**src/hdl/digit_and_led_display_sequencer_macros.svh**
```systemverilog
// Assertion macros for the digit and LED display sequencer.
// Each macro expects signals named clock and reset in the calling scope.
`ifndef DIGIT_AND_LED_DISPLAY_SEQUENCER_MACROS_SVH
`define DIGIT_AND_LED_DISPLAY_SEQUENCER_MACROS_SVH

// Same-cycle implication, disabled while reset is high
`define DLDS_ASSERT_NOW(lbl, ante, cons, msg) \
   lbl: assert property (@(posedge clock) disable iff (reset) (ante) |-> (cons)) \
      else $error(msg);

// Next-cycle implication, disabled while reset is high
`define DLDS_ASSERT_NEXT(lbl, ante, cons, msg) \
   lbl: assert property (@(posedge clock) disable iff (reset) (ante) |=> (cons)) \
      else $error(msg);

`endif

```
**src/hdl/dlds_pkg.sv**
```systemverilog
// Shared types, constants and helper functions for the display sequencer.
// No dependencies; used by dlds_b2bcd and the top level.
`timescale 1ns / 1ps

package dlds_pkg;

   // Field widths
   localparam int OPCODE_W   = 2;
   localparam int VALUE_W    = 32;
   localparam int SEG_W      = 7;
   localparam int LED_W      = 8;
   localparam int TICK_W     = 16;
   localparam int DIGIT_W    = 4;
   localparam int CSR_IDX_W  = 1;
   localparam int CSR_DATA_W = 16;

   // Sizing
   localparam int MAX_DIGITS = 10;
   localparam int LED_COUNT  = 8;
   localparam int DIG_IDX_W  = (MAX_DIGITS > 1) ? $clog2(MAX_DIGITS) : 1;
   localparam int CNT_W      = $clog2(MAX_DIGITS + 1);
   localparam int LIT_W      = $clog2(LED_COUNT + 1);
   // Non-negative values only: the sign bit is never converted
   localparam int CONV_W     = VALUE_W - 1;
   localparam int SHIFT_W    = $clog2(CONV_W);

   // Register reset values
   localparam logic [TICK_W-1:0] HOLD_RESET = TICK_W'(500);
   localparam logic [TICK_W-1:0] STEP_RESET = TICK_W'(1000);

   // Register indexes
   localparam logic [CSR_IDX_W-1:0] CSR_DIGIT_HOLD = 1'b0;
   localparam logic [CSR_IDX_W-1:0] CSR_LED_STEP   = 1'b1;

   // Opcodes
   localparam logic [OPCODE_W-1:0] OP_TICK   = 2'd0;
   localparam logic [OPCODE_W-1:0] OP_NUMBER = 2'd1;
   localparam logic [OPCODE_W-1:0] OP_LEDS   = 2'd2;

   // Run modes
   localparam logic [1:0] MODE_IDLE   = 2'd0;
   localparam logic [1:0] MODE_DIGITS = 2'd1;
   localparam logic [1:0] MODE_LEDS   = 2'd2;

   typedef struct packed {
      logic [OPCODE_W-1:0]      opcode;
      logic signed [VALUE_W-1:0] value;
   } req_type;

   typedef struct packed {
      logic [SEG_W-1:0] segments;
      logic [LED_W-1:0] leds;
      logic             busy_res;
      logic             status;
   } rsp_type;

   // Converter status toward the sequencer
   typedef struct packed {
      logic             done;
      logic [CNT_W-1:0] total;
   } conv_stat_type;

   // Common-cathode segment pattern, bit0 = a; non-decimal codes are blank
   function automatic logic [SEG_W-1:0] seg_code(input logic [DIGIT_W-1:0] d);
      logic [SEG_W-1:0] s;
      case (d)
         4'd0:    s = 7'h3F;
         4'd1:    s = 7'h06;
         4'd2:    s = 7'h5B;
         4'd3:    s = 7'h4F;
         4'd4:    s = 7'h66;
         4'd5:    s = 7'h6D;
         4'd6:    s = 7'h7D;
         4'd7:    s = 7'h07;
         4'd8:    s = 7'h7F;
         4'd9:    s = 7'h6F;
         default: s = '0;
      endcase
      return s;
   endfunction

   // Low LEDs lit up to the given count
   function automatic logic [LED_W-1:0] led_mask(input logic [LIT_W-1:0] lit);
      logic [LED_W-1:0] m;
      for (int i = 0; i < LED_W; i++) begin
         m[i] = (i < int'(lit));
      end
      return m;
   endfunction

endpackage

```
**src/hdl/digit_and_led_display_sequencer.sv**
```systemverilog
// Display sequencer: a number command runs through a bit-serial binary to
// decimal unit; tick and LED commands, and rejected or ignored commands, give
// their result in the output register on the edge that takes the transfer, so
// the next transfer can follow once that result is taken. A number command
// that is accepted with a non-negative value holds off the input while the
// converter shifts in each value bit and then scans its stored digits to
// find the digit count.
// Depends on dlds_pkg, dlds_b2bcd and digit_and_led_display_sequencer_macros.svh.
`timescale 1ns / 1ps
`include "digit_and_led_display_sequencer_macros.svh"

module digit_and_led_display_sequencer (
   input  logic                                 clock,
   input  logic                                 reset,
   // input channel
   input  logic                                 req_valid,
   output logic                                 req_stall,
   input  dlds_pkg::req_type                    req_data,
   // result channel
   output logic                                 rsp_valid,
   input  logic                                 rsp_stall,
   output dlds_pkg::rsp_type                    rsp_data,
   // register writes
   input  logic                                 csr_we,
   input  logic [dlds_pkg::CSR_IDX_W-1:0]       csr_index,
   input  logic [dlds_pkg::CSR_DATA_W-1:0]      csr_wdata
);

   localparam logic ST_READY = 1'b0;
   localparam logic ST_CONV  = 1'b1;

   logic                               state_ff, state_in;
   logic [1:0]                         mode_ff, mode_in;
   logic [dlds_pkg::DIG_IDX_W-1:0]     pos_ff, pos_in;
   logic [dlds_pkg::LIT_W-1:0]         lit_ff, lit_in;
   logic [dlds_pkg::TICK_W-1:0]        tick_ff, tick_in;
   logic [dlds_pkg::TICK_W-1:0]        hold_ff, step_ff;
   logic                               rsp_valid_ff;
   dlds_pkg::rsp_type                  rsp_data_ff, rsp_data_in;

   logic                               req_accept;
   logic                               conv_start;
   logic                               rsp_load;
   logic                               status;
   logic [dlds_pkg::TICK_W-1:0]        tick_inc, period;
   logic [dlds_pkg::LIT_W-1:0]         lit_dec;
   logic [dlds_pkg::LIT_W-1:0]         led_req;
   dlds_pkg::conv_stat_type            conv_stat;
   logic [dlds_pkg::MAX_DIGITS-1:0][dlds_pkg::DIGIT_W-1:0] digits;

   // Handshake
   assign req_stall  = (state_ff == ST_CONV) || (rsp_valid_ff && rsp_stall);
   assign req_accept = req_valid && !req_stall;
   assign conv_start = req_accept && (req_data.opcode == dlds_pkg::OP_NUMBER) &&
                       (mode_ff == dlds_pkg::MODE_IDLE) &&
                       !req_data.value[dlds_pkg::VALUE_W-1];
   assign rsp_load   = (req_accept && !conv_start) || conv_stat.done;

   dlds_b2bcd u_b2bcd (
      .clock  (clock),
      .reset  (reset),
      .start  (conv_start),
      .value  (req_data.value[dlds_pkg::CONV_W-1:0]),
      .stat   (conv_stat),
      .digits (digits)
   );

   // Tick period and LED count clamp
   always_comb begin
      tick_inc = tick_ff + 1'b1;
      if (mode_ff == dlds_pkg::MODE_DIGITS) begin
         period = (hold_ff == '0) ? dlds_pkg::TICK_W'(1) : hold_ff;
      end else begin
         period = (step_ff == '0) ? dlds_pkg::TICK_W'(1) : step_ff;
      end
      lit_dec = (lit_ff != '0) ? lit_ff - 1'b1 : lit_ff;
      if (req_data.value[dlds_pkg::VALUE_W-1]) begin
         led_req = '0;
      end else if ($unsigned(req_data.value) > dlds_pkg::VALUE_W'(dlds_pkg::LED_COUNT)) begin
         led_req = dlds_pkg::LIT_W'(dlds_pkg::LED_COUNT);
      end else begin
         led_req = req_data.value[dlds_pkg::LIT_W-1:0];
      end
   end

   // Next state of the sequence
   always_comb begin
      state_in = state_ff;
      mode_in  = mode_ff;
      pos_in   = pos_ff;
      lit_in   = lit_ff;
      tick_in  = tick_ff;
      status   = 1'b0;
      if (state_ff == ST_CONV) begin
         if (conv_stat.done) begin
            state_in = ST_READY;
            mode_in  = dlds_pkg::MODE_DIGITS;
            pos_in   = dlds_pkg::DIG_IDX_W'(conv_stat.total - dlds_pkg::CNT_W'(1));
            tick_in  = '0;
         end
      end else if (req_accept) begin
         case (req_data.opcode)
            dlds_pkg::OP_TICK: begin
               if (mode_ff != dlds_pkg::MODE_IDLE) begin
                  if (tick_inc >= period) begin
                     tick_in = '0;
                     if (mode_ff == dlds_pkg::MODE_DIGITS) begin
                        if (pos_ff == '0) begin
                           mode_in = dlds_pkg::MODE_IDLE;
                        end else begin
                           pos_in = pos_ff - 1'b1;
                        end
                     end else begin
                        lit_in = lit_dec;
                        if (lit_dec == '0) begin
                           mode_in = dlds_pkg::MODE_IDLE;
                        end
                     end
                  end else begin
                     tick_in = tick_inc;
                  end
               end
            end
            dlds_pkg::OP_NUMBER: begin
               if (mode_ff != dlds_pkg::MODE_IDLE) begin
                  status = 1'b1;
               end else if (conv_start) begin
                  state_in = ST_CONV;
               end
            end
            dlds_pkg::OP_LEDS: begin
               if (mode_ff != dlds_pkg::MODE_IDLE) begin
                  status = 1'b1;
               end else if (led_req != '0) begin
                  lit_in  = led_req;
                  tick_in = '0;
                  mode_in = dlds_pkg::MODE_LEDS;
               end
            end
            default: begin
            end
         endcase
      end
   end

   // Drive seen after this transfer
   always_comb begin
      rsp_data_in.segments = (mode_in == dlds_pkg::MODE_DIGITS) ?
                             dlds_pkg::seg_code(digits[pos_in]) : '0;
      rsp_data_in.leds     = (mode_in == dlds_pkg::MODE_LEDS) ?
                             dlds_pkg::led_mask(lit_in) : '0;
      rsp_data_in.busy_res = (mode_in != dlds_pkg::MODE_IDLE);
      rsp_data_in.status   = status;
   end

   // Control state
   always_ff @(posedge clock) begin
      if (reset) begin
         state_ff     <= ST_READY;
         mode_ff      <= dlds_pkg::MODE_IDLE;
         pos_ff       <= '0;
         lit_ff       <= '0;
         tick_ff      <= '0;
         rsp_valid_ff <= 1'b0;
      end else begin
         state_ff <= state_in;
         mode_ff  <= mode_in;
         pos_ff   <= pos_in;
         lit_ff   <= lit_in;
         tick_ff  <= tick_in;
         if (rsp_load) begin
            rsp_valid_ff <= 1'b1;
         end else if (rsp_valid_ff && !rsp_stall) begin
            rsp_valid_ff <= 1'b0;
         end
      end
   end

   // Output register payload
   always_ff @(posedge clock) begin
      if (rsp_load) begin
         rsp_data_ff <= rsp_data_in;
      end
   end

   // Configuration registers
   always_ff @(posedge clock) begin
      if (reset) begin
         hold_ff <= dlds_pkg::HOLD_RESET;
         step_ff <= dlds_pkg::STEP_RESET;
      end else if (csr_we) begin
         case (csr_index)
            dlds_pkg::CSR_DIGIT_HOLD: hold_ff <= csr_wdata;
            dlds_pkg::CSR_LED_STEP:   step_ff <= csr_wdata;
            default: begin
            end
         endcase
      end
   end

   assign rsp_valid = rsp_valid_ff;
   assign rsp_data  = rsp_data_ff;

   // Checks
   `DLDS_ASSERT_NEXT(a_conv_entry, conv_start, (state_ff == ST_CONV) && !rsp_valid_ff, "number transfer did not start conversion with a free output")
   `DLDS_ASSERT_NOW(a_done_in_conv, conv_stat.done, state_ff == ST_CONV, "converter finished outside conversion")
   `DLDS_ASSERT_NOW(a_idle_dark, rsp_valid_ff && !rsp_data_ff.busy_res, (rsp_data_ff.segments == '0) && (rsp_data_ff.leds == '0), "drive lit while idle")
   `DLDS_ASSERT_NOW(a_leds_nonzero, mode_ff == dlds_pkg::MODE_LEDS, lit_ff != '0, "LED sequence with no lit LED")

endmodule

```
**src/hdl/dlds_b2bcd.sv**
```systemverilog
// Bit-serial binary to decimal converter (shift and add-3), then a digit scan.
// Depends on dlds_pkg.
`timescale 1ns / 1ps

module dlds_b2bcd (
   input  logic                                             clock,
   input  logic                                             reset,
   input  logic                                             start,
   input  logic [dlds_pkg::CONV_W-1:0]                      value,
   output dlds_pkg::conv_stat_type                          stat,
   output logic [dlds_pkg::MAX_DIGITS-1:0][dlds_pkg::DIGIT_W-1:0] digits
);

   localparam logic [1:0] P_IDLE  = 2'd0;
   localparam logic [1:0] P_SHIFT = 2'd1;
   localparam logic [1:0] P_SCAN  = 2'd2;
   localparam logic [1:0] P_DONE  = 2'd3;

   logic [1:0]                           phase_ff, phase_in;
   logic [dlds_pkg::CONV_W-1:0]          bin_ff, bin_in;
   logic [dlds_pkg::MAX_DIGITS-1:0][dlds_pkg::DIGIT_W-1:0] bcd_ff, bcd_in;
   logic [dlds_pkg::MAX_DIGITS-1:0][dlds_pkg::DIGIT_W-1:0] adj, shifted;
   logic [dlds_pkg::SHIFT_W-1:0]         shift_ff, shift_in;
   logic [dlds_pkg::DIG_IDX_W-1:0]       scan_ff, scan_in;
   logic [dlds_pkg::CNT_W-1:0]           total_ff, total_in;
   logic                                 ovf_ff, ovf_in;

   // Add-3 correction on every digit, then one shift step
   always_comb begin
      for (int i = 0; i < dlds_pkg::MAX_DIGITS; i++) begin
         adj[i] = (bcd_ff[i] >= 4'd5) ? bcd_ff[i] + 4'd3 : bcd_ff[i];
      end
      shifted[0] = {adj[0][2:0], bin_ff[dlds_pkg::CONV_W-1]};
      for (int i = 1; i < dlds_pkg::MAX_DIGITS; i++) begin
         shifted[i] = {adj[i][2:0], adj[i-1][3]};
      end
   end

   // Sequencer
   always_comb begin
      phase_in = phase_ff;
      bin_in   = bin_ff;
      bcd_in   = bcd_ff;
      shift_in = shift_ff;
      scan_in  = scan_ff;
      total_in = total_ff;
      ovf_in   = ovf_ff;
      case (phase_ff)
         P_IDLE: begin
            if (start) begin
               bin_in   = value;
               bcd_in   = '0;
               shift_in = dlds_pkg::SHIFT_W'(dlds_pkg::CONV_W - 1);
               total_in = '0;
               ovf_in   = 1'b0;
               phase_in = P_SHIFT;
            end
         end
         P_SHIFT: begin
            bin_in = {bin_ff[dlds_pkg::CONV_W-2:0], 1'b0};
            bcd_in = shifted;
            // a carry out of the top digit means the value has more digits than kept
            ovf_in = ovf_ff | adj[dlds_pkg::MAX_DIGITS-1][3];
            if (shift_ff == '0) begin
               scan_in  = '0;
               phase_in = P_SCAN;
            end else begin
               shift_in = shift_ff - 1'b1;
            end
         end
         P_SCAN: begin
            // highest nonzero digit sets the count
            if (bcd_ff[scan_ff] != '0) begin
               total_in = dlds_pkg::CNT_W'(scan_ff) + dlds_pkg::CNT_W'(1);
            end
            if (scan_ff == dlds_pkg::DIG_IDX_W'(dlds_pkg::MAX_DIGITS - 1)) begin
               phase_in = P_DONE;
            end else begin
               scan_in = scan_ff + 1'b1;
            end
         end
         P_DONE: begin
            phase_in = P_IDLE;
         end
         default: begin
            phase_in = P_IDLE;
         end
      endcase
   end

   always_ff @(posedge clock) begin
      if (reset) begin
         phase_ff <= P_IDLE;
         shift_ff <= '0;
         scan_ff  <= '0;
         total_ff <= '0;
         ovf_ff   <= 1'b0;
      end else begin
         phase_ff <= phase_in;
         shift_ff <= shift_in;
         scan_ff  <= scan_in;
         total_ff <= total_in;
         ovf_ff   <= ovf_in;
      end
   end

   always_ff @(posedge clock) begin
      bin_ff <= bin_in;
      bcd_ff <= bcd_in;
   end

   // Zero shows one digit; overflow keeps every stored digit
   always_comb begin
      stat.done = (phase_ff == P_DONE);
      if (ovf_ff) begin
         stat.total = dlds_pkg::CNT_W'(dlds_pkg::MAX_DIGITS);
      end else if (total_ff == '0) begin
         stat.total = dlds_pkg::CNT_W'(1);
      end else begin
         stat.total = total_ff;
      end
   end

   assign digits = bcd_ff;

endmodule
```
**config.mk**
```make
export PLATFORM = sky130hd
export DESIGN_NAME = digit_and_led_display_sequencer
export DESIGN_NICKNAME = d
export VERILOG_FILES = /design/src/hdl/dlds_pkg.sv /design/src/hdl/digit_and_led_display_sequencer.sv /design/src/hdl/dlds_b2bcd.sv
export VERILOG_INCLUDE_DIRS = /design/src /design/src/hdl
export SDC_FILE = /design/constraint.sdc
export NUM_CORES = 1
export LEC_CHECK = 0
export BUFFER_PORTS_ARGS = -buffer_cell sky130_fd_sc_hd__buf_2
export CORE_MARGIN = 3
export CORE_UTILIZATION = 40
export CTS_BUF_LIST = sky130_fd_sc_hd__clkbuf_8
export DETAILED_ROUTE_END_ITERATION = 7
export PLACE_DENSITY = 0.61
export SETUP_SLACK_MARGIN = 0.5
export SLEW_MARGIN = 10
export SYNTH_ARGS = -nofsm -noshare
export SYNTH_HDL_FRONTEND = slang
export SYNTH_HIERARCHICAL = 1
export SYNTH_SLANG_ARGS = --single-unit
```
**constraint.sdc**
```tcl
create_clock -name clock -period 5.7 [get_ports clock]
set_clock_uncertainty 0.05 [all_clocks]
set_input_delay 0.57 -clock clock [delete_from_list [all_inputs] [get_ports clock]]
set_output_delay 0.57 -clock clock [all_outputs]
set_load 0.02 [all_outputs]
```
# Word-level counts from Yosys, hierarchy flattened
# Memory sizes are Yosys's and may differ from the RTL's. A register that Yosys moved wholly into a read port is not among the register bits.
# Cells that the tools add are included.
# totals
regBits	157
romBits	112
inputBits	56
output_inout_bits	19
word_cells	218
n_memories	1
# classes
addsub	16
order_cmp	22
eq_ne	19
n_mux	85
bitwise_logic	4
reduce_logical	44
# mem_list
name	depth	word_bits	read_ports	rd_ports_with_merged_regs	write_ports	line_no	rtl
(name not given)	16	7	1	1	0	dlds_pkg.sv:66	case (d)
# op_table
operator	n
two-way mux 16 bit	10
two-way mux 4 bit	36
case mux 40 bit (2 select lines)	1
case mux 31 bit (2 select lines)	1
adder 4 x 2 -> 4 bit (second input constant)	10
greater-or-equal comparator 4 x 3 -> 1 bit (second input constant)	10
two-way mux 40 bit	1
binary-select mux 4 bit (select 4 bit)	2
> comparator 32 x 4 -> 1 bit (second input constant)	1
logical NOT 16 bit	2
case mux 16 bit (2 select lines)	1
two-way mux 31 bit	1
two-way mux 2 bit	13
case mux 4 bit (2 select lines)	3
adder 16 x 1 -> 16 bit (second input constant)	1
greater-or-equal comparator 16 bit	1
< comparator 3 x 4 -> 1 bit (first input constant)	4
nonzero test 2 bit	7
logical NOT 4 bit	3
AND reduction 3 bit	4
nonzero test 4 bit	3
subtractor 4 x 1 -> 4 bit (second input constant)	3
< comparator 4 x 5 -> 1 bit (second input constant)	2
two-way mux 1 bit	10
other kinds (27)	60

# Logic depth before layout (Yosys ltp)
# depth
depth_word	12
depth_mapped	23
mapped_depth_nobuf	21

# Hierarchy
# The synthesis kept the hierarchy.
# by_module_without_submodules
module	instances	cells_each	area_per_inst_um2
digit_and_led_display_sequencer	1	610	5047.3
dlds_b2bcd	1	416	4643.2

# Least setup slack after synthesis
# OpenSTA, ideal clock, no wires.
# synth_timing
path_kind	reg2reg
from	register mode_ff[0]
to	register rsp_data[11] (netlist name)
t_arrival_ps	4837
required_time_ps	5395
path_slack_ps	559
path_stages_with_launch	19
cell_sequence	dfxtp_1 -> nor2b_1 -> buf_1 -> buf_1 -> a21oi_1 -> ha_1 -> nand2b_1 -> a2111o_1 -> a32o_2 -> o31a_1 -> o211ai_1 -> buf_2 -> mux2i_1 -> a32oi_1 -> a41oi_1 -> inv_1 -> ha_1 -> a21oi_1 -> o21ba_1
# synth_between
elab_chain_cells	10
elab_cells_between_ends	31
# synth_rtl
item	line_no	rtl
from (decl)	digit_and_led_display_sequencer.sv:33	logic [1:0] mode_ff, mode_in;
from (signal assigned)	digit_and_led_display_sequencer.sv:160	mode_ff <= dlds_pkg::MODE_IDLE;
from (signal assigned)	digit_and_led_display_sequencer.sv:167	mode_ff <= mode_in;
== test 2 x 1 -> 1 bit	digit_and_led_display_sequencer.sv:71, digit_and_led_display_sequencer.sv:107	
two-way mux 16 bit	digit_and_led_display_sequencer.sv:71	if (mode_ff == dlds_pkg::MODE_DIGITS) begin
greater-or-equal comparator 16 bit	digit_and_led_display_sequencer.sv:105	if (tick_inc >= period) begin
two-way mux 4 bit or two-way mux 2 bit (tied branches)	digit_and_led_display_sequencer.sv:105	
two-way mux 4 bit or two-way mux 2 bit (tied branches)	digit_and_led_display_sequencer.sv:104	if (mode_ff != dlds_pkg::MODE_IDLE) begin
two-way mux 4 bit or case mux 2 bit (2 select lines) (tied branches)	digit_and_led_display_sequencer.sv:102	case (req_data.opcode)
two-way mux 4 bit or two-way mux 2 bit (tied branches)	digit_and_led_display_sequencer.sv:101	end else if (req_accept) begin
two-way mux 4 bit or two-way mux 2 bit (tied branches)	digit_and_led_display_sequencer.sv:94	if (state_ff == ST_CONV) begin
binary-select mux 4 bit (select 4 bit) or == test 2 x 1 -> 1 bit (tied branches)	digit_and_led_display_sequencer.sv:149, digit_and_led_display_sequencer.sv:148	
two-way mux 4 bit (not written as such) or logical NOT 1 bit (tied branches)	--	
# Parallel ways exist; a longest one is shown, timed or not. The select of a mux whose other input is x is not followed.
# A chain may end at the register's enable or synchronous reset.

# Worst setup path after layout
# layout_timing
from	register tick_ff[2] (netlist name)
to	register rsp_data[16] (netlist name)
# layout_between
elab_chain_cells	9
elab_cells_between_ends	16
# layout_rtl
item	line_no	rtl
from (decl)	digit_and_led_display_sequencer.sv:36	logic [dlds_pkg::TICK_W-1:0] tick_ff, tick_in;
from (signal assigned)	digit_and_led_display_sequencer.sv:170	tick_ff <= tick_in;
adder 16 x 1 -> 16 bit (*)	digit_and_led_display_sequencer.sv:70	tick_inc = tick_ff + 1'b1;
greater-or-equal comparator 16 bit (*)	digit_and_led_display_sequencer.sv:105	
two-way mux 4 bit or two-way mux 2 bit (tied branches)	digit_and_led_display_sequencer.sv:105	
two-way mux 4 bit or two-way mux 2 bit (tied branches)	digit_and_led_display_sequencer.sv:104	
two-way mux 4 bit or case mux 2 bit (2 select lines) (tied branches)	digit_and_led_display_sequencer.sv:102	
two-way mux 4 bit or two-way mux 2 bit (tied branches)	digit_and_led_display_sequencer.sv:101	
two-way mux 4 bit or two-way mux 2 bit (tied branches)	digit_and_led_display_sequencer.sv:94	
binary-select mux 4 bit (select 4 bit) or == test 2 x 1 -> 1 bit (tied branches)	digit_and_led_display_sequencer.sv:149, digit_and_led_display_sequencer.sv:148	
two-way mux 4 bit (not written as such) or logical NOT 1 bit (tied branches)	--	
# Every way passes the cells marked *; elsewhere a longest branch is shown, timed or not. The select of a mux whose other input is x is not followed.

==> summary.txt <==
STA
  – Setup TNS: 0 ns
  – Fin crit period: 4.98 ns
  – Final worst-path cycle share: 0.874
  – Pins Over Slew Limit: 0
  – Worst-Margin Slew: 1.17 ns
  – Setup violations, final: 0
  – Final Hold Viols: 0
  – RSZ-0062 raised after global routing: false
  – Max Fclk: 201 MHz
  – Rel. slew slack: 0.221

GRT
  – Largest net degree at the start of global routing: 74
  – GRT Overall Usage: 0.177
  – Gr ovfl total: 0
  – Initial antenna violation count: 1
  – First-pass GRT wire length: 37.9 mm
  – Number of global-route vias before repair: 7428

Synthesis
  – Register area share after synthesis: 0.430
  – Synthesized instance count: 1026
  – Simple-gate share of the synthesized area: 0.205
  – Top_reg_cell synth: edfxtp_1
  – Complex-gate fraction of the synthesized area: 0.147
  – Synth cell types: 81
  – Share of the synthesized area in the top cell type: 0.273
  – Mapped Area: 9690 um^2
  – Synthesized flop and latch total: 164
  – Post-synth ARST share: 0
  – Post-synthesis adder-cell area fraction: 0.0723
  – Mean Syn Cell Area: 9.44 um^2
  – Xor and xnor fraction of the mapped netlist area: 0.0307
  – Ys Warns: 6
  – Syn nets: 1138
  – Top post-synthesis cells by area: edfxtp_1, dfxtp_1, ha_1
  – EDFF count, synth: 88
  – Post-synth top cells: nand2_1, nor2_1, a21oi_1, edfxtp_1, dfxtp_1
  – Synth area leader: edfxtp_1
  – Post-synthesis mux area share: 0.0803
  – Most frequent cell after synthesis: nand2_1
  – Combinational family with the most area after synthesis: simple AND/OR/NAND/NOR gates

Power and ir drop
  – Sequential power share: 0.485
  – Pwr Total: 0.00290 W
  – Leak: 4.26 nW
  – Int Power: 0.00197 W
  – Maximum vdd ir drop: 0.000146 V
  – Switching Fraction: 0.322
  – Psw: 0.000934 W
  – P per Cell Area: 263 nW/um^2
  – Combinational cell fraction of total power: 0.200
  – Clk pwr share: 0.315

Placed design
  – DP Area: 10400 um^2
  – Dpl hpwl: 16.3 mm
  – Final GP Congestion: 0.838
  – # port buffers: 74

Clock network
  – Number of CTS-inserted buffers: 17
  – Clock-pin slew on the worst setup and hold paths: 0.11 ns
  – Clock Sinks: 164
  – TritonCTS clock tree: done
  – CTS root buf: clkbuf_8
  – H-tree levels: 4
  – CTS max path bufs: 2
  – Worst skew pair latency: 0.47 ns

Setup path
  – CP Max Fanout: 6
  – Crit end category: register
  – Startpoint Class: register
  – CP Class: register to register
  – Critical path data required time: 5.94 ns
  – WP data arrival: 5.22 ns

Floorplan
  – Initial Util: 0.410
  – IO Pins: 75
  – Die width: 162 um
  – Core area: 23600 um^2
  – Die H: 162 um
  – Die area: 26100 um^2
  – FP Rows: 56

Detailed routing
  – Vias: 7659
  – Antenna Violating Nets Remaining: 0
  – Drt wl/cell: 16.0 um
  – DRC Markers: 0
  – First-iteration detailed-routing DRC count: 529
  – WL final: 22.9 mm
  – Vias per inst: 5.34
  – Drt pass-1 iters: 5

Run
  – Max-Cap Viols: 0

Hold path
  – Worst min-delay path class: primary input to register

Finish
  – Post-route cell area: 11000 um^2
  – Ant. Diodes: 0
  – Nets: 1214
  – Synth-to-Final Area Change: 13.9%
  – Layout cells sized above 1: 0.189

Status
  – Status: finished, final reports clean
logic make-up (layout without fill, tap and decap cells):
family / count (synthesis) / after routing
fa+ha+maj: 56 / 56
mux: 70 / 70
flops: 164 / 164
compound gates: 215 / 215
xor+xnor: 34 / 34
simple gates: 401 / 401
buf+inv: 86 / 175
placed cells by master, fill, tap and decap left out, drive strengths merged, types with 26 or more instances in the layout:
cell,Yosys,routed
nand2,131,131
dfxtp,76,76
a21oi,91,91
edfxtp,88,88
nand3b,26,26
mux2,32,32
inv,47,55
nor2,96,96
buf,15,95
mux2i,35,35
o21ai,43,43
ha,56,56
through the flow:
| step | hold WS (ns) | utilization | setup WS, ns | cells |
|---|---|---|---|---|
| floorplan | 0.383 | - | 0.559 | 1026 |
| global placement | 0.399 | 0.440 | 0.527 | 1390 |
| detailed placement | 0.403 | 0.440 | 0.306 | 1390 |
| CTS | 0.233 | 0.462 | 0.505 | 1426 |
| global route | 0.261 | 0.468 | 0.489 | 1434 |
| finish | 0.265 | 0.468 | 0.719 | 1434 |
metal layers:
layer	track usage	up-vias	wire length, um
li1	-	3856	-
met1	0.242	3643	10900
met2	0.289	137	10800
met3	0.0326	21	850
met4	0.0508	2	321
met5	0	-	14
power groups by stage:
| stage | clock, W | combinational [W] | sequential, W |
|---|---|---|---|
| 2_1_floorplan | 0 | 0.000418 | 0.00143 |
| 3_3_place_gp | 0 | 0.000558 | 0.00143 |
| 3_5_place_dp | 0 | 0.000567 | 0.00143 |
| 4_1_cts | 0.000941 | 0.000580 | 0.00141 |
| 5_1_grt | 0.000981 | 0.000655 | 0.00142 |
| 6_report | 0.000914 | 0.000580 | 0.00141 |
state kept, by name (all words and copies together), names as in the netlist:
register	count
u_b2bcd/phase_ff	2
u_b2bcd/total_ff	4
rsp_valid	1
u_b2bcd/ovf_ff	1
state_ff	1
u_b2bcd/scan_ff	4
u_b2bcd/bin_ff	31
tick_ff	16
hold_ff	16
pos_ff	4
u_b2bcd/digits	40
u_b2bcd/shift_ff	5
lit_ff	4
step_ff	16
mode_ff	2
rsp_data	17
worst paths after layout:
check                                             endpoint  cells past startpoint               startpoint  slack (ns)
worst max register to register  rsp_data[16]$_SDFFCE_PP0P_                     20  tick_ff[2]$_SDFFE_PP0P_        0.72
worst max-delay path            rsp_data[16]$_SDFFCE_PP0P_                     20  tick_ff[2]$_SDFFE_PP0P_        0.72
worst min register to register     hold_ff[0]$_SDFFE_PP0P_                      2  hold_ff[0]$_SDFFE_PP0P_        0.42
worst min-delay path               step_ff[3]$_SDFFE_PP1P_                      3             csr_wdata[3]        0.26
area by class of cell:
cell class,instances,area (um^2)
clock buffers,17,234
clock inverters,15,200
fillers,2297,12600
inverters,47,176
multi-input cells,776,5330
flip-flops and latches,164,4170
well taps,319,399
repair buffers,96,537
timing repair:
| item | 4_1_cts | 5_1_grt |
|---|---|---|
| pin swaps | 4 | 12 |
| buffers inserted | 4 | 7 |
| setup endpoints to repair | 7 | 10 |
| hold buffers | 0 | 0 |
| resized for setup | 11 | 21 |
| gates cloned | 0 | 1 |
worst max-delay path: stages, from the launching register on:
cell and delay, ns:
dfxtp_2 0.38, and3_2 0.23, and3_4 0.21, and3_4 0.20, and3_2 0.25, nand3_4 0.12
nor2_2 0.14, xor2_1 0.19, ha_1 0.30, nand4_1 0.18, nor3_4 0.09, a32o_2 0.29
o31a_1 0.27, o211ai_1 0.23, buf_4 0.17, clkbuf_4 0.18, mux2i_1 0.19, mux2i_1 0.10
a211o_1 0.38, or4_4 0.57, o31ai_1 0.09
Note: power is estimated with default switching activity, not from simulation.
